<file path="src/hdl/edro_pkg.sv">
package edro_pkg;

   localparam int CordicStepsDefault = 16;
   localparam int CordicStepsMax     = 24;
   localparam logic [15:0] PeriodReset = 16'd100;
   localparam logic [0:0] CsrPeriod = 1'b0;
   localparam logic [0:0] CsrMpc    = 1'b1;
   localparam logic signed [35:0] CordicGain = 36'sd652032874;
   localparam logic signed [35:0] HeadScale  = 36'sd187403;

   typedef struct packed {
      logic [31:0]        now_ms;
      logic [15:0]        count_fl;
      logic [15:0]        count_fr;
      logic [15:0]        count_rl;
      logic [15:0]        count_rr;
      logic signed [15:0] heading_cdeg;
   } req_type;

   typedef struct packed {
      logic signed [31:0] speed_fl;
      logic signed [31:0] speed_fr;
      logic signed [31:0] speed_rl;
      logic signed [31:0] speed_rr;
      logic signed [31:0] forward_speed;
      logic signed [31:0] pos_x;
      logic signed [31:0] pos_y;
   } rsp_type;

   // Control handed from the sequencer to the lanes.
   typedef struct packed {
      logic start;
      logic zero_e;
   } lane_ctl_type;

   function automatic logic signed [35:0] atan_q30(input logic [4:0] i);
      logic signed [35:0] r;
      begin
         case (i)
            5'd0:  r = 36'sh03243F6A8;
            5'd1:  r = 36'sh01DAC6705;
            5'd2:  r = 36'sh00FADBAFC;
            5'd3:  r = 36'sh007F56EA6;
            5'd4:  r = 36'sh003FEAB76;
            5'd5:  r = 36'sh001FFD55B;
            5'd6:  r = 36'sh000FFFAAA;
            5'd7:  r = 36'sh0007FFF55;
            5'd8:  r = 36'sh0003FFFEA;
            5'd9:  r = 36'sh0001FFFFD;
            5'd10: r = 36'sh0000FFFFF;
            5'd11: r = 36'sh00007FFFF;
            5'd12: r = 36'sh00003FFFF;
            5'd13: r = 36'sh00001FFFF;
            5'd14: r = 36'sh00000FFFF;
            5'd15: r = 36'sh000007FFF;
            5'd16: r = 36'sh000003FFF;
            5'd17: r = 36'sh000001FFF;
            5'd18: r = 36'sh000000FFF;
            5'd19: r = 36'sh0000007FF;
            5'd20: r = 36'sh0000003FF;
            5'd21: r = 36'sh0000001FF;
            5'd22: r = 36'sh0000000FF;
            5'd23: r = 36'sh00000007F;
            default: r = '0;
         endcase
         return r;
      end
   endfunction

endpackage

</file>
<file path="src/hdl/edro_divider.sv">
// Restoring divider: one quotient bit per cycle, unsigned.
module edro_divider import edro_pkg::*; #(
   parameter int NumW = 56,
   parameter int DenW = 40
) (
   input  logic            clock,
   input  logic            reset,
   input  logic            start,
   input  logic [NumW-1:0] num,
   input  logic [DenW-1:0] den,
   output logic            done,
   output logic [NumW-1:0] quo
);
   localparam int CntW = $clog2(NumW + 1);
   logic [NumW-1:0] q_ff, q_in;
   logic [DenW:0]   r_ff, r_in;
   logic [DenW-1:0] d_ff, d_in;
   logic [CntW-1:0] cnt_ff, cnt_in;
   logic            busy_ff, busy_in, done_ff, done_in;
   logic [DenW:0]   trial;

   always_comb begin
      q_in = q_ff; r_in = r_ff; d_in = d_ff; cnt_in = cnt_ff;
      busy_in = busy_ff; done_in = 1'b0;
      trial = {r_ff[DenW-1:0], q_ff[NumW-1]};
      if (start) begin
         q_in = num; r_in = '0; d_in = den;
         cnt_in = CntW'(NumW); busy_in = 1'b1;
      end else if (busy_ff) begin
         if (trial >= {1'b0, d_ff}) begin
            r_in = trial - {1'b0, d_ff};
            q_in = {q_ff[NumW-2:0], 1'b1};
         end else begin
            r_in = trial;
            q_in = {q_ff[NumW-2:0], 1'b0};
         end
         cnt_in = cnt_ff - 1'b1;
         if (cnt_ff == CntW'(1)) begin
            busy_in = 1'b0; done_in = 1'b1;
         end
      end
   end

   always_ff @(posedge clock) begin
      q_ff <= q_in; r_ff <= r_in; d_ff <= d_in; cnt_ff <= cnt_in;
      if (reset) begin
         busy_ff <= 1'b0; done_ff <= 1'b0;
      end else begin
         busy_ff <= busy_in; done_ff <= done_in;
      end
   end

   assign done = done_ff;
   assign quo  = q_ff;
endmodule

</file>
<file path="src/hdl/edro_wheel_lane.sv">
// One wheel: signed delta magnitude, numerator, divide by e*256, saturate.
module edro_wheel_lane import edro_pkg::*; (
   input  logic                clock,
   input  logic                reset,
   input  lane_ctl_type        ctl,
   input  logic [15:0]         cur,
   input  logic [15:0]         last,
   input  logic                negate,
   input  logic [23:0]         mpc,
   input  logic [31:0]         elapsed,
   output logic                done,
   output logic signed [31:0]  speed
);
   logic signed [17:0] d_raw, d_wrap, d_fin;
   logic [16:0]        mag_ff, mag_in;
   logic               neg_ff, neg_in, zero_ff, zero_in;
   logic [40:0]        prod_ff, prod_in;
   logic               st1_ff, st2_ff;
   logic [55:0]        quo;
   logic               div_done;
   logic signed [32:0] sp;

   always_comb begin
      d_raw = $signed({2'b00, cur}) - $signed({2'b00, last});
      if (d_raw > 18'sd32768)       d_wrap = d_raw - 18'sd65536;
      else if (d_raw < -18'sd32768) d_wrap = d_raw + 18'sd65536;
      else                          d_wrap = d_raw;
      d_fin = negate ? -d_wrap : d_wrap;
      neg_in = d_fin[17];
      mag_in = neg_in ? 17'(-d_fin) : 17'(d_fin);
      zero_in = ctl.zero_e;
      prod_in = 41'(mag_ff) * 41'(mpc);
   end

   always_ff @(posedge clock) begin
      if (ctl.start) begin
         mag_ff <= mag_in; neg_ff <= neg_in; zero_ff <= zero_in;
      end
      prod_ff <= prod_in;
      if (reset) begin
         st1_ff <= 1'b0; st2_ff <= 1'b0;
      end else begin
         st1_ff <= ctl.start; st2_ff <= st1_ff;
      end
   end

   // Numerator times 1000 = (p<<10) - (p<<4) - (p<<3).
   logic [55:0] num;
   assign num = ({15'd0, prod_ff} << 10) - ({15'd0, prod_ff} << 4)
              - ({15'd0, prod_ff} << 3);

   edro_divider #(.NumW(56), .DenW(40)) u_div (
      .clock(clock), .reset(reset), .start(st2_ff), .num(num),
      .den({elapsed, 8'd0}), .done(div_done), .quo(quo)
   );

   always_comb begin
      logic [32:0] qs;
      qs = (quo > 56'h80000000) ? 33'h080000000 : quo[32:0];
      if (zero_ff) sp = '0;
      else if (neg_ff) sp = -$signed(qs);
      else sp = (qs > 33'h07FFFFFFF) ? 33'sh07FFFFFFF : $signed(qs);
   end

   assign done  = div_done;
   assign speed = sp[31:0];
endmodule

</file>
<file path="config.mk">
export PLATFORM = sky130hd
export DESIGN_NAME = edro_wheel_lane
export DESIGN_NICKNAME = d
export VERILOG_FILES = /design/src/hdl/edro_pkg.sv /design/src/hdl/edro_divider.sv /design/src/hdl/edro_wheel_lane.sv
export SDC_FILE = /design/constraint.sdc
export NUM_CORES = 2
export LEC_CHECK = 0
export BUFFER_PORTS_ARGS = -buffer_cell sky130_fd_sc_hd__buf_2
export CAP_MARGIN = 10
export CORE_MARGIN = 1.5
export CORE_UTILIZATION = 60
export DETAILED_ROUTE_END_ITERATION = 8
export PLACE_DENSITY = 0.81
export SLEW_MARGIN = 40
export SYNTH_ARGS = -nofsm -noshare
export SYNTH_HDL_FRONTEND = slang
export SYNTH_SLANG_ARGS = --single-unit
</file>
<file path="constraint.sdc">
create_clock -name clock -period 7.8 [get_ports clock]
set_input_delay 0.78 -clock clock [delete_from_list [all_inputs] [get_ports clock]]
set_output_delay 0.78 -clock clock [all_outputs]
set_load 0.01 [all_outputs]
</file>
==> impl_metrics.json <==
{
  "run_status": "finished clean",
  "gp_congestion": 0.904,
  "vias": 23684,
  "post_cts_resized": 0,
  "multiInputGateArea_sq_um": 21700,
  "synth_area_sq_um": 29300,
  "grt_pass1_wl_um": 113000,
  "synth_fp_nets": 4092,
  "drive_gt1_share_pct": 7.64,
  "ys_types": 103,
  "die_w_um": 224,
  "syn2layout_area_growth_pct": 5.85,
  "yosysSeqAreaShare_pct": 17.2,
  "cts_hold_buf": 0,
  "fillers": 4024,
  "post_cts_buffers": 0,
  "ctsRootBufferMaster": "clkbuf_16",
  "drc": 0,
  "drt-pass1-iter-count": 6,
  "place_inst": 4044,
  "fin_tns_setup_ns": 0,
  "cp_common_cell": "fa_1",
  "cts.clk_slew.worst_paths_ns": 0.08,
  "finalInstanceArea_sq_um": 31000,
  "period_needed_ns": 7.20,
  "grt_pass1_vias": 23624,
  "wl_per_cell_um": 16.4,
  "clock_skew_ns": 0.0148,
  "clk_latency_ns": 0.50,
  "report.final.hold_viol_count": 0,
  "fmax_mhz": 139,
  "syn_inst": 3423,
  "crit_arrival_ns": 7.58,
  "final-seq-area_sq_um": 5040,
  "numCtsBuffers": 17,
  "end_kind": "register",
  "dp_hpwl_um": 53100,
  "cts_max_path_buffers": 2,
  "cp_cell_sequence": "and2_1 > fa_1 > inv_1 > fa_1 > inv_1 > fa_1 > ha_1 > inv_1 > fa_1 > inv_1 > fa_1 > ha_1 > a211o_1 > o311ai_0 > a21oi_1 > nor2_1 > o311ai_0 > a21oi_1 > o31a_1 > o21ai_0 > o41ai_1 > xnor2_1",
  "rsz0062_at_grt": "false",
  "maxCapViolCount": 0,
  "cts_tree": "built",
  "ys_warn_count": 0,
  "critPathBufInv": 4,
  "io_buffer_count": 125,
  "async_flop_share_pct": 0,
  "path_max_fanout": 24,
  "layout.cells.non_filler": 4085,
  "num_rows": 80,
  "htreeDepth": 4,
  "cts.sinks": 198,
  "setup_viol": 0,
  "layout_worst_path_cycle_share_pct": 92.3,
  "antenna_found_initial": 2,
  "dpl-instance-area_sq_um": 30300,
  "synth_enable_flop_cells": 107,
  "drt-initial-drc-count": 1635,
  "hp-class": "reg -> reg",
  "worst_slew_pin_slew_ns": 0.877,
  "nNetsFinal": 4125,
  "synth.avg_cell_area_sq_um": 8.56,
  "required_ns": 8.17,
  "ant_nets": 0,
  "maxSlewViolCount": 0,
  "fp.dieH_um": 224,
  "critical_path_class": "reg -> reg",
  "die_area_sq_um": 50200,
  "crit_family": "adder cells",
  "pin_count": 126,
  "grt_max_degree": 58,
  "vias_per_cell": 5.80,
  "overflow": 0,
  "cp-start-kind": "register",
  "initial_core_util_pct": 61.1,
  "drt-total-wl_um": 66800,
  "grt_usage_pct": 27.4,
  "coreArea_sq_um": 47900,
  "ys_ff_latch": 198,
  "whs_ns": 0.444,
  "critPathSlowestCell": "edfxtp_1",
  "slew_headroom_pct": 41.5,
  "yosys_most_used_dff": "edfxtp_1",
  "critPathMaxStageDelay_ns": 0.75
}
==> cells in the final DEF, fill, tap and decap left out, types with 39 or more instances in the layout <==
cell type and count:
nor3_1 43, nand3_1 44, inv_1 542, nand2_1 404
o21ai_0 113, xor2_1 51, edfxtp_1 107, a211oi_1 41
ha_1 245, mux2i_1 39, xnor2_1 145, a21oi_1 192
a21o_1 92, and2_1 177, dfxtp_1 89, buf_2 125
fa_1 331, nor2_1 169
==> layer usage <==
layer	routed length [um]	vias up	GRT usage, %
met5	10	-	0
met1	30300	11369	37.9
met4	994	2	6.80
met2	31000	784	44.6
li1	-	11441	-
met3	4570	88	4.88
==> final cells by class <==
| class | instances | share of cell area (%) |
|---|---|---|
| multi-input combinational | 2543 | 69.9 |
| sequential | 198 | 16.3 |
| inverter | 545 | 6.60 |
| timing repair buffer | 151 | 2.86 |
| tap | 615 | 2.48 |
| clock buffer | 17 | 1.37 |
| clock inverter | 15 | 0.557 |
| antenna | 1 | 0.00807 |
==> cell usage after synthesis, types with 6 or more instances <==
library cell / count / area, sq um
or4_1: 7 / 52.6
xnor2_1: 145 / 1270
o211ai_1: 17 / 128
a311oi_1: 9 / 78.8
nand4_1: 33 / 206
nand2b_1: 18 / 113
mux2_2: 36 / 405
nor2_1: 169 / 634
ha_1: 245 / 3070
buf_2: 7 / 35.0
or2_2: 7 / 43.8
and2_1: 177 / 1110
a21oi_1: 192 / 961
xor2_1: 51 / 447
o21a_1: 27 / 203
clkbuf_1: 115 / 432
a211oi_1: 41 / 308
buf_1: 6 / 22.5
a211o_1: 8 / 70.1
fa_1: 331 / 6630
mux2i_1: 39 / 390
o31ai_1: 16 / 120
and3_1: 24 / 150
nand3_1: 44 / 220
o311ai_0: 9 / 78.8
a31oi_1: 29 / 181
dfxtp_1: 91 / 1820
o21bai_1: 23 / 173
nor3b_1: 6 / 45.0
o31a_1: 8 / 70.1
or3_1: 15 / 93.8
nor4_1: 21 / 131
and4_1: 7 / 61.3
inv_1: 543 / 2040
o41ai_1: 6 / 52.6
edfxtp_1: 107 / 3210
nand2_1: 405 / 1520
o21ai_0: 113 / 566
nor3_1: 43 / 215
a21o_1: 92 / 691
nor2b_1: 22 / 138
a21boi_0: 8 / 60.1
==> worst paths after layout <==
| path | slack (ns) | start | cells past startpoint | endpoint |
|---|---|---|---|---|
| worst min register to register | 0.44 | st1_ff$_SDFF_PP0_ | 1 | st2_ff$_SDFF_PP0_ |
| worst min-delay path | 0.44 | st1_ff$_SDFF_PP0_ | 1 | st2_ff$_SDFF_PP0_ |
| worst max-delay path | 0.60 | mag_ff[6]$_DFFE_PP_ | 22 | prod_ff[40]$_DFF_P_ |
| worst max register to register | 0.60 | mag_ff[6]$_DFFE_PP_ | 22 | prod_ff[40]$_DFF_P_ |
==> flip-flops by register name (all words and copies together) (netlist names) <==
signal,flops
u_div.quo,56
prod_ff,41
u_div.r_ff,40
u_div.d_ff,32
mag_ff,17
u_div.cnt_ff,6
neg_ff,1
st1_ff,1
st2_ff,1
u_div.busy_ff,1
u_div.done,1
zero_ff,1
==> logic make-up after synthesis <==
logic type               synth area share (%)
XOR/XNOR                                 5.91
multiplexers                             2.72
buffers and inverters                    8.91
flip-flops                               17.2
adder cells (fa/ha/maj)                  33.1
AND/OR/NAND/NOR                          17.1
AO/OA/AOI/OAI                            15.1
==> per-stage QoR <==
stage / utilization [%] / setup WS (ns)
floorplan: - / 0.952
global placement: 63.0 / 0.583
detailed placement: 63.2 / 0.491
CTS: 64.5 / 0.638
global route: 64.7 / 0.244
finish: 64.7 / 0.600
Power is left out: the tool's default activity adds up to more than one toggle a clock period on the data nets, which glitch-free logic cannot reach.
