### src/hdl/edro_pkg.sv
package edro_pkg;

   localparam int CordicStepsDefault = 16;
   localparam int CordicStepsMax     = 24;
   localparam logic [15:0] PeriodReset = 16'd100;
   localparam logic [0:0] CsrPeriod = 1'b0;
   localparam logic [0:0] CsrMpc    = 1'b1;
   localparam logic signed [35:0] CordicGain = 36'sd652032874;
   localparam logic signed [35:0] HeadScale  = 36'sd187403;

   typedef struct packed {
      logic [31:0]        now_ms;
      logic [15:0]        count_fl;
      logic [15:0]        count_fr;
      logic [15:0]        count_rl;
      logic [15:0]        count_rr;
      logic signed [15:0] heading_cdeg;
   } req_type;

   typedef struct packed {
      logic signed [31:0] speed_fl;
      logic signed [31:0] speed_fr;
      logic signed [31:0] speed_rl;
      logic signed [31:0] speed_rr;
      logic signed [31:0] forward_speed;
      logic signed [31:0] pos_x;
      logic signed [31:0] pos_y;
   } rsp_type;

   // Control handed from the sequencer to the lanes.
   typedef struct packed {
      logic start;
      logic zero_e;
   } lane_ctl_type;

   function automatic logic signed [35:0] atan_q30(input logic [4:0] i);
      logic signed [35:0] r;
      begin
         case (i)
            5'd0:  r = 36'sh03243F6A8;
            5'd1:  r = 36'sh01DAC6705;
            5'd2:  r = 36'sh00FADBAFC;
            5'd3:  r = 36'sh007F56EA6;
            5'd4:  r = 36'sh003FEAB76;
            5'd5:  r = 36'sh001FFD55B;
            5'd6:  r = 36'sh000FFFAAA;
            5'd7:  r = 36'sh0007FFF55;
            5'd8:  r = 36'sh0003FFFEA;
            5'd9:  r = 36'sh0001FFFFD;
            5'd10: r = 36'sh0000FFFFF;
            5'd11: r = 36'sh00007FFFF;
            5'd12: r = 36'sh00003FFFF;
            5'd13: r = 36'sh00001FFFF;
            5'd14: r = 36'sh00000FFFF;
            5'd15: r = 36'sh000007FFF;
            5'd16: r = 36'sh000003FFF;
            5'd17: r = 36'sh000001FFF;
            5'd18: r = 36'sh000000FFF;
            5'd19: r = 36'sh0000007FF;
            5'd20: r = 36'sh0000003FF;
            5'd21: r = 36'sh0000001FF;
            5'd22: r = 36'sh0000000FF;
            5'd23: r = 36'sh00000007F;
            default: r = '0;
         endcase
         return r;
      end
   endfunction

endpackage

### src/hdl/edro_cordic.sv
// Iterated CORDIC rotation, one step per cycle, with heading fold.
module edro_cordic import edro_pkg::*; #(
   parameter int CordicSteps = CordicStepsDefault
) (
   input  logic               clock,
   input  logic               reset,
   input  logic               start,
   input  logic signed [15:0] heading,
   output logic               done,
   output logic signed [35:0] cos_q30,
   output logic signed [35:0] sin_q30
);
   localparam int Steps = (CordicSteps < CordicStepsMax) ? CordicSteps : CordicStepsMax;
   logic signed [35:0] x_ff, x_in, y_ff, y_in, z_ff, z_in;
   logic [4:0]         i_ff, i_in;
   logic               busy_ff, busy_in, done_ff, done_in, flip_ff, flip_in;
   logic signed [16:0] h1, h2;

   always_comb begin
      x_in = x_ff; y_in = y_ff; z_in = z_ff; i_in = i_ff;
      busy_in = busy_ff; done_in = 1'b0; flip_in = flip_ff;
      h1 = 17'(heading);
      if (h1 > 17'sd18000)       h1 = h1 - 17'sd36000;
      else if (h1 < -17'sd18000) h1 = h1 + 17'sd36000;
      h2 = h1;
      if (start) begin
         flip_in = 1'b0;
         if (h1 > 17'sd9000) begin
            h2 = h1 - 17'sd18000; flip_in = 1'b1;
         end else if (h1 < -17'sd9000) begin
            h2 = h1 + 17'sd18000; flip_in = 1'b1;
         end
         x_in = CordicGain; y_in = '0;
         z_in = 36'(h2) * HeadScale;
         i_in = '0; busy_in = 1'b1;
      end else if (busy_ff) begin
         if (!z_ff[35]) begin
            x_in = x_ff - (y_ff >>> i_ff);
            y_in = y_ff + (x_ff >>> i_ff);
            z_in = z_ff - atan_q30(i_ff);
         end else begin
            x_in = x_ff + (y_ff >>> i_ff);
            y_in = y_ff - (x_ff >>> i_ff);
            z_in = z_ff + atan_q30(i_ff);
         end
         i_in = i_ff + 1'b1;
         if (i_ff == 5'(Steps - 1)) begin
            busy_in = 1'b0; done_in = 1'b1;
         end
      end
   end

   always_ff @(posedge clock) begin
      x_ff <= x_in; y_ff <= y_in; z_ff <= z_in; i_ff <= i_in; flip_ff <= flip_in;
      if (reset) begin
         busy_ff <= 1'b0; done_ff <= 1'b0;
      end else begin
         busy_ff <= busy_in; done_ff <= done_in;
      end
   end

   assign done    = done_ff;
   assign cos_q30 = flip_ff ? -x_ff : x_ff;
   assign sin_q30 = flip_ff ? -y_ff : y_ff;
endmodule

### config.mk
export PLATFORM = sky130hd
export DESIGN_NAME = edro_cordic
export DESIGN_NICKNAME = d
export VERILOG_FILES = /design/src/hdl/edro_pkg.sv /design/src/hdl/edro_cordic.sv
export SDC_FILE = /design/constraint.sdc
export NUM_CORES = 1
export LEC_CHECK = 0
export ABC_AREA = 1
export BUFFER_PORTS_ARGS = -buffer_cell sky130_fd_sc_hd__buf_2
export CORE_MARGIN = 1
export CORE_UTILIZATION = 45
export CTS_CLUSTER_DIAMETER = 100
export DETAILED_ROUTE_END_ITERATION = 10
export PLACE_DENSITY = 0.57
export REMOVE_ABC_BUFFERS = 1
export SLEW_MARGIN = 20
export SYNTH_ARGS = -nofsm -noshare
export SYNTH_HDL_FRONTEND = slang
export SYNTH_SLANG_ARGS = --single-unit
### constraint.sdc
create_clock -name clock -period 10.1 [get_ports clock]
set_clock_uncertainty 0.2 [all_clocks]
set_input_delay 0.505 -clock clock [delete_from_list [all_inputs] [get_ports clock]]
set_output_delay 0.505 -clock clock [all_outputs]
set_load 0.02 [all_outputs]
==> impl_metrics.csv, run 1 <==
group,metric,value,unit
placed_design,gp_congestion,0.947,
clocking,tritoncts,"done",
timing,worst_pin_slew,1.06,ns
setup_path,crit_path_end_kind,"register",
clocking,ctsRootBufferMaster,"sky130_fd_sc_hd__clkbuf_16",
detailed_routing,vias_per_cell,5.45,
timing,timing.final.max_slew_violations,0,
placed_design,placement.io_buffers,91,
run,maxcap_viol_count,0,
layout,areaGrowthSynthToFinish,5.88,%
worst_hold_path,worst_hold_path_type,"primary input to register",
setup_path,cp_data_arrival_time,8.20,ns
clocking,htreeDepth,4,
clocking,postCtsSetupRepairBufs,0,
detailed_routing,routed_wl,84.9,mm
global_routing,grt_pass1_vias,24700,
synth,syn-cell-area,25600,sq um
timing,setup_viol,0,
setup_path,worstSetupPathDepth,32,
timing,grt_setup_unrepaired,"no",
synth,synth_cell_types,68,
clocking,cts_buffers,17,
synth,synth-async-reset-ratio,0,
detailed_routing,drt_drc_violations_left,0,
placed_design,place_hpwl,69.2,mm
floorplan,die_height,241,microns
synth,syn-instance-count,4040,
clocking,clk_pin_slew_worst_setup_hold_paths,0.07,ns
timing,final_min_period_over_clock_period,0.807,
timing,number_of_endpoints_with_negative_hold_slack_in_the_final_report,0,
setup_path,cp_num_buf_inv,6,
layout,n_antenna_cell,0,
synth,synth_edf_count,37,
layout,fin_nets,4428,
setup_path,cp_max_fo,11,
floorplan,die_area,57900,sq um
setup_path,cp-start-kind,"primary input",
synth,synth_area_leader_cell,"sky130_fd_sc_hd__nand2_1",
synth,synth_area_per_cell,6.34,sq um
setup_path,cpPeakStageDelay,0.70,ns
synth,ys_ff_latch,146,
timing,max_slew_margin,0.290,
global_routing,grt_usage,0.298,
setup_path,crit_path_top_delay_cell,"sky130_fd_sc_hd__xnor2_1",
layout,layout_cell_share_with_drive_strength_beyond_1,0.0702,
floorplan,fp.dieW,241,microns
outcome,outcome,"finished, final reports clean",
detailed_routing,pre_antenna_drt_iters,6,
synth,synth_top_cell_area_share,0.147,
clocking,numClockSinks,146,
synth,yosys_most_used_dff,"sky130_fd_sc_hd__dfxtp_1",
clocking,later_pin_clock_latency_in_the_skew_report,0.50,ns
detailed_routing,initial_drt_markers,1887,
setup_path,critical_path.top_delay_family,"adder cells",
setup_path,critPathKind,"primary input to register",
floorplan,core-area,56300,sq um
floorplan,initial_core_util,0.455,
global_routing,largest_net_degree_at_the_start_of_global_routing,76,
detailed_routing,ant_nets,0,
floorplan,placementRows,87,
synth,synth-seq-area-share,0.129,
global_routing,grt_first_pass_wirelength,135,mm
detailed_routing,avgRoutedWirePerCell,17.6,microns
clocking,ctsLongestPathBuffers,2,
timing,period_minus_slack,8.15,ns
detailed_routing,vias,26200,
setup_path,worst-endpoint-required,10.14,ns
worst_hold_path,timing.hold.worst_path_depth,3,
floorplan,design.portCount,92,
timing,fmaxAchievable,0.123,GHz
global_routing,number_of_antenna_violations_at_the_first_check_in_global_routing,1,
setup_path,timing.reg2reg.worst_path_depth,31,
synth,most_area_consuming_cells_after_synthesis,"sky130_fd_sc_hd__nand2_1 (15%), sky130_fd_sc_hd__ha_1 (13%), sky130_fd_sc_hd__nand3_1 (9.0%), sky130_fd_sc_hd__dfxtp_1 (8.5%), sky130_fd_sc_hd__inv_1 (7.1%)",
synth,synth-warning-count,0,
timing,total_negative_slack_for_setup_checks,0,ns
global_routing,gr-total-overflow,0,
==> through the flow <==
step           worst slack, ns  cell area, sq um  std cells  hold WS [ns]   util
6_report                  1.95             27100       4814         0.344  0.482
3_3_place_gp              1.36             26500       4781         0.366  0.472
5_1_grt                   1.32             27100       4814         0.365  0.482
3_5_place_dp              1.47             26500       4781         0.374  0.472
4_1_cts                   1.98             27100       4814         0.320  0.482
2_1_floorplan             2.79             25000       3910         0.308      -
==> final timing paths <==
path	slack [ns]	to	start
min	0.34	x_ff[26]$_SDFFE_PP1P_	start
max	1.95	z_ff[33]$_DFFE_PP_	heading[6]
min reg2reg	0.38	x_ff[0]$_SDFFE_PP0P_	x_ff[0]$_SDFFE_PP0P_
max reg2reg	3.70	y_ff[35]$_SDFFE_PP0P_	i_ff[1]$_SDFFE_PP0P_
==> cell usage after synthesis, drive strengths merged (2+ instances only) <==
cell	count
a211oi	4
a21boi	7
a21o	16
a21oi	261
a221oi	7
a22oi	3
a31oi	28
a32o	4
a32oi	4
a41oi	2
and2	5
and3	4
buf	85
clkbuf	45
dfxtp	109
edfxtp	37
fa	88
ha	276
inv	512
nand2	1041
nand3	470
nand3b	6
nand4	34
nor2	312
nor3	49
nor3b	2
nor4	15
nor4b	2
o2111ai	4
o211ai	11
o21a	18
o21ai	251
o21bai	9
o221ai	6
o22ai	36
o31ai	8
o41ai	3
or2	20
xnor2	60
xor2	179
==> layout by cell type (no fill, tap or decap), types with 5 or more instances in the layout <==
cell,count
sky130_fd_sc_hd__dfxtp_1,105
sky130_fd_sc_hd__buf_2,91
sky130_fd_sc_hd__o21ai_0,224
sky130_fd_sc_hd__clkbuf_16,17
sky130_fd_sc_hd__o31ai_1,8
sky130_fd_sc_hd__nor4_1,15
sky130_fd_sc_hd__nand4_1,33
sky130_fd_sc_hd__o21ai_2,7
sky130_fd_sc_hd__a221oi_1,7
sky130_fd_sc_hd__xor2_1,178
sky130_fd_sc_hd__inv_6,5
sky130_fd_sc_hd__o22ai_1,35
sky130_fd_sc_hd__ha_1,276
sky130_fd_sc_hd__nor2_2,14
sky130_fd_sc_hd__buf_4,24
sky130_fd_sc_hd__a21oi_1,256
sky130_fd_sc_hd__o221ai_1,6
sky130_fd_sc_hd__o21bai_1,9
sky130_fd_sc_hd__nand3_1,461
sky130_fd_sc_hd__nor2_1,298
sky130_fd_sc_hd__nor3_1,45
sky130_fd_sc_hd__nand2_1,1006
sky130_fd_sc_hd__edfxtp_1,37
sky130_fd_sc_hd__nand3b_1,5
sky130_fd_sc_hd__o21ai_1,19
sky130_fd_sc_hd__fa_1,88
sky130_fd_sc_hd__and2_1,5
sky130_fd_sc_hd__inv_1,480
sky130_fd_sc_hd__xnor2_1,60
sky130_fd_sc_hd__a21o_1,16
sky130_fd_sc_hd__o211ai_1,11
sky130_fd_sc_hd__a31oi_1,28
sky130_fd_sc_hd__or2_2,20
sky130_fd_sc_hd__nand2_2,32
sky130_fd_sc_hd__a21boi_0,7
sky130_fd_sc_hd__inv_2,30
sky130_fd_sc_hd__nand3_2,7
sky130_fd_sc_hd__o21a_1,18
==> tightest hold or removal path, cell delays in order <==
cell and delay, ns:
sky130_fd_sc_hd__buf_2 0.23, sky130_fd_sc_hd__a21oi_1 0.18, sky130_fd_sc_hd__nand2_1 0.06
==> per-layer routing <==
metal / up-vias / GRT usage / share of wire
met5: - / 0 / 0.000094
met4: 2 / 0.0722 / 0.019
met3: 96 / 0.0292 / 0.037
met2: 587 / 0.528 / 0.49
met1: 12100 / 0.384 / 0.45
li1: 13400 / - / -
==> cell families after synthesis <==
group           count (synthesis)  synth area share
compound gates                687             0.154
xor+xnor                      239            0.0820
fa+ha+maj                     364             0.204
buf+inv                       643             0.101
flops                         146             0.129
mux                             1          0.000440
simple gates                 1960             0.331
==> area by class of cell <==
class                      instances  area (sq um)
fill                            6150         29200
multi-input combinational       3251         19700
sequential                       146          3300
inverter                         513          1930
tap                              756           946
timing repair buffer             116           646
clock buffer                      18           429
clock inverter                    14           135
==> what timing repair did <==
action,in CTS,in global routing
endpoints found under the setup margin,0,0
endpoints found under the hold margin,2,0
hold buffers,1,0
resized for setup,0,0
Power of run 1 is left out: the tool's default activity adds up to more than one toggle a clock period on the data nets, which glitch-free logic cannot reach.
==> inputs of run 2 (changes only) <==
Settings changed: PLACE_DENSITY 0.57 to 0.59.
Clock period 10.1 ns to 7.45 ns, I/O delays scaled along.
==> impl_metrics.csv, run 2 (synthesis results as in run 1) <==
group,metric,value,unit
detailed_routing,ant_nets,0,
floorplan,placementRows,87,
layout,mostFrequentLayoutCells,"sky130_fd_sc_hd__nand2_1 (1,003), sky130_fd_sc_hd__inv_1 (480), sky130_fd_sc_hd__nand3_1 (460)",
global_routing,number_of_antenna_violations_at_the_first_check_in_global_routing,1,
detailed_routing,routed_wl,84.3,mm
clocking,ctsLongestPathBuffers,2,
setup_path,worstSetupPathDepth,43,
outcome,outcome,"finished, final reports clean",
timing,final_min_period_over_clock_period,0.941,
floorplan,initial_core_util,0.455,
setup_path,crit_path_start,"heading[0]",
setup_path,worst-endpoint-required,7.51,ns
setup_path,cp_num_buf_inv,12,
timing,period_minus_slack,7.01,ns
setup_path,r2r_setup_slk,1.24,ns
floorplan,die_area,57900,sq um
clocking,later_pin_clock_latency_in_the_skew_report,0.52,ns
placed_design,place_hpwl,68.2,mm
floorplan,design.portCount,92,
detailed_routing,pre_antenna_drt_iters,6,
clocking,ctsRootBufferMaster,"sky130_fd_sc_hd__clkbuf_16",
clocking,htreeDepth,4,
clocking,tritoncts,"done",
detailed_routing,vias_per_cell,5.42,
placed_design,placement.io_buffers,91,
detailed_routing,drt_drc_violations_left,0,
global_routing,largest_net_degree_at_the_start_of_global_routing,79,
clocking,clk_pin_slew_worst_setup_hold_paths,0.07,ns
global_routing,grt_first_pass_wirelength,134,mm
layout,layout_cell_share_with_drive_strength_beyond_1,0.111,
setup_path,critPathKind,"primary input to register",
timing,timing.final.max_slew_violations,0,
placed_design,gp_congestion,0.971,
setup_path,crit_top_cell,"sky130_fd_sc_hd__inv_1",
global_routing,gr-total-overflow,0,
worst_hold_path,worst_hold_path_type,"primary input to register",
timing,max_slew_margin,0.286,
layout,areaGrowthSynthToFinish,11.2,%
setup_path,regToRegStartpoint,"i_ff[0]$_SDFFE_PP0P_",
setup_path,cp-start-kind,"primary input",
layout,commonest_non_fill_non_tap_cell_in_the_layout,"sky130_fd_sc_hd__nand2_1",
setup_path,cp_max_fo,5,
detailed_routing,initial_drt_markers,1826,
clocking,cts_buffers,17,
setup_path,crit_path_end_kind,"register",
floorplan,die_height,241,microns
floorplan,fp.dieW,241,microns
setup_path,timing.reg2reg.worst_path_depth,27,
run,maxcap_viol_count,0,
detailed_routing,vias,26900,
setup_path,worst_setup_path_endpoint,"z_ff[30]$_DFFE_PP_",
setup_path,regToRegEndpoint,"y_ff[25]$_SDFFE_PP0P_",
timing,fmaxAchievable,0.143,GHz
placed_design,place_ws,-0.323,ns
timing,worst_pin_slew,1.07,ns
setup_path,crit_path_top_delay_cell,"sky130_fd_sc_hd__fa_1",
setup_path,cpPeakStageDelay,0.54,ns
timing,setup_slack,0.438,ns
timing,number_of_endpoints_with_negative_hold_slack_in_the_final_report,0,
floorplan,core-area,56300,sq um
setup_path,cp_data_arrival_time,7.07,ns
layout,fin_nets,4584,
setup_path,critical_path.top_delay_family,"adder cells",
global_routing,grt_usage,0.293,
clocking,numClockSinks,146,
global_routing,grt_pass1_vias,25300,
detailed_routing,avgRoutedWirePerCell,17.0,microns
timing,total_negative_slack_for_setup_checks,0,ns
layout,n_antenna_cell,0,
timing,setup_viol,0,
-- run 2: cell count changes in the layout (fill, tap and decap cells not counted), sizes merged --
cell / previous run / this run
buf: 115 / 270
inv: 521 / 518
clkbuf: 18 / 17
nand2: 1041 / 1042
clkinv: 6 / 10
-- run 2: how the worst min path moves through the flow --
stage	from	cells after the start	slack (ns)	end
global placement	reset	2	0.36	busy_ff$_SDFF_PP0_
detailed placement	reset	2	0.36	busy_ff$_SDFF_PP0_
finish	heading[0]	4	0.19	z_ff[0]$_DFFE_PP_
CTS	heading[0]	4	0.17	z_ff[0]$_DFFE_PP_
global route	heading[0]	4	0.20	z_ff[0]$_DFFE_PP_
floorplan	reset	1	0.25	done$_SDFF_PP0_
-- run 2: cell type report --
cell class              count  area [sq um]
clock buffers              17           425
clock inverters            15           143
fillers                  6086         27800
inverters                 513          1930
multi-input cells        3252         19900
flip-flops and latches    146          3300
well taps                 756           946
repair buffers            271          1810
-- run 2: layer usage --
metal / vias up / wire [microns] / part of all wire / global-route usage
met1: 12400 / 37500 / 0.45 / 0.372
met3: 133 / 3420 / 0.041 / 0.0334
met4: 2 / 2610 / 0.031 / 0.107
met2: 648 / 40700 / 0.48 / 0.510
li1: 13700 / - / - / -
met5: - / 13 / 0.00015 / 0
-- run 2: repair_timing --
| action | in CTS | in global routing |
|---|---|---|
| resized for setup | 0 | 39 |
| setup endpoints to repair | 0 | 14 |
| hold endpoints to repair | 2 | 0 |
| hold buffers | 1 | 0 |
| buffers inserted | 0 | 5 |
-- run 2: per-stage QoR --
stage,hold WS (ns),instances,cell area [sq um],utilization
floorplan,0.249,3910,25000,-
global placement,0.360,4931,27700,0.492
detailed placement,0.361,4931,27700,0.492
CTS,0.175,4964,28300,0.502
global route,0.196,4970,28500,0.506
finish,0.188,4970,28500,0.506
-- run 2: worst register-to-register path: stages, from the launching register on --
cell and delay (ns):
sky130_fd_sc_hd__dfxtp_2 0.34, sky130_fd_sc_hd__clkinv_2 0.70, sky130_fd_sc_hd__nand2_1 0.31, sky130_fd_sc_hd__nand3_1 0.14, sky130_fd_sc_hd__nand3_1 0.16, sky130_fd_sc_hd__nand3_1 0.14, sky130_fd_sc_hd__nand2_1 0.16, sky130_fd_sc_hd__nand2_1 0.11
sky130_fd_sc_hd__nand2_1 0.14, sky130_fd_sc_hd__ha_1 0.18, sky130_fd_sc_hd__and3_1 0.21, sky130_fd_sc_hd__nand4_2 0.21, sky130_fd_sc_hd__inv_2 0.09, sky130_fd_sc_hd__nand2_1 0.10, sky130_fd_sc_hd__nor2_2 0.17, sky130_fd_sc_hd__nor2_1 0.07
sky130_fd_sc_hd__xor2_1 0.16, sky130_fd_sc_hd__inv_1 0.07, sky130_fd_sc_hd__ha_1 0.36, sky130_fd_sc_hd__nand2_1 0.11, sky130_fd_sc_hd__nor2_1 0.30, sky130_fd_sc_hd__inv_1 0.07, sky130_fd_sc_hd__nor4_1 0.56, sky130_fd_sc_hd__a21oi_1 0.21
sky130_fd_sc_hd__o21ai_0 0.37, sky130_fd_sc_hd__a21boi_0 0.17, sky130_fd_sc_hd__xor2_1 0.16, sky130_fd_sc_hd__o22ai_1 0.08
Power of run 2 is left out for the same reason.
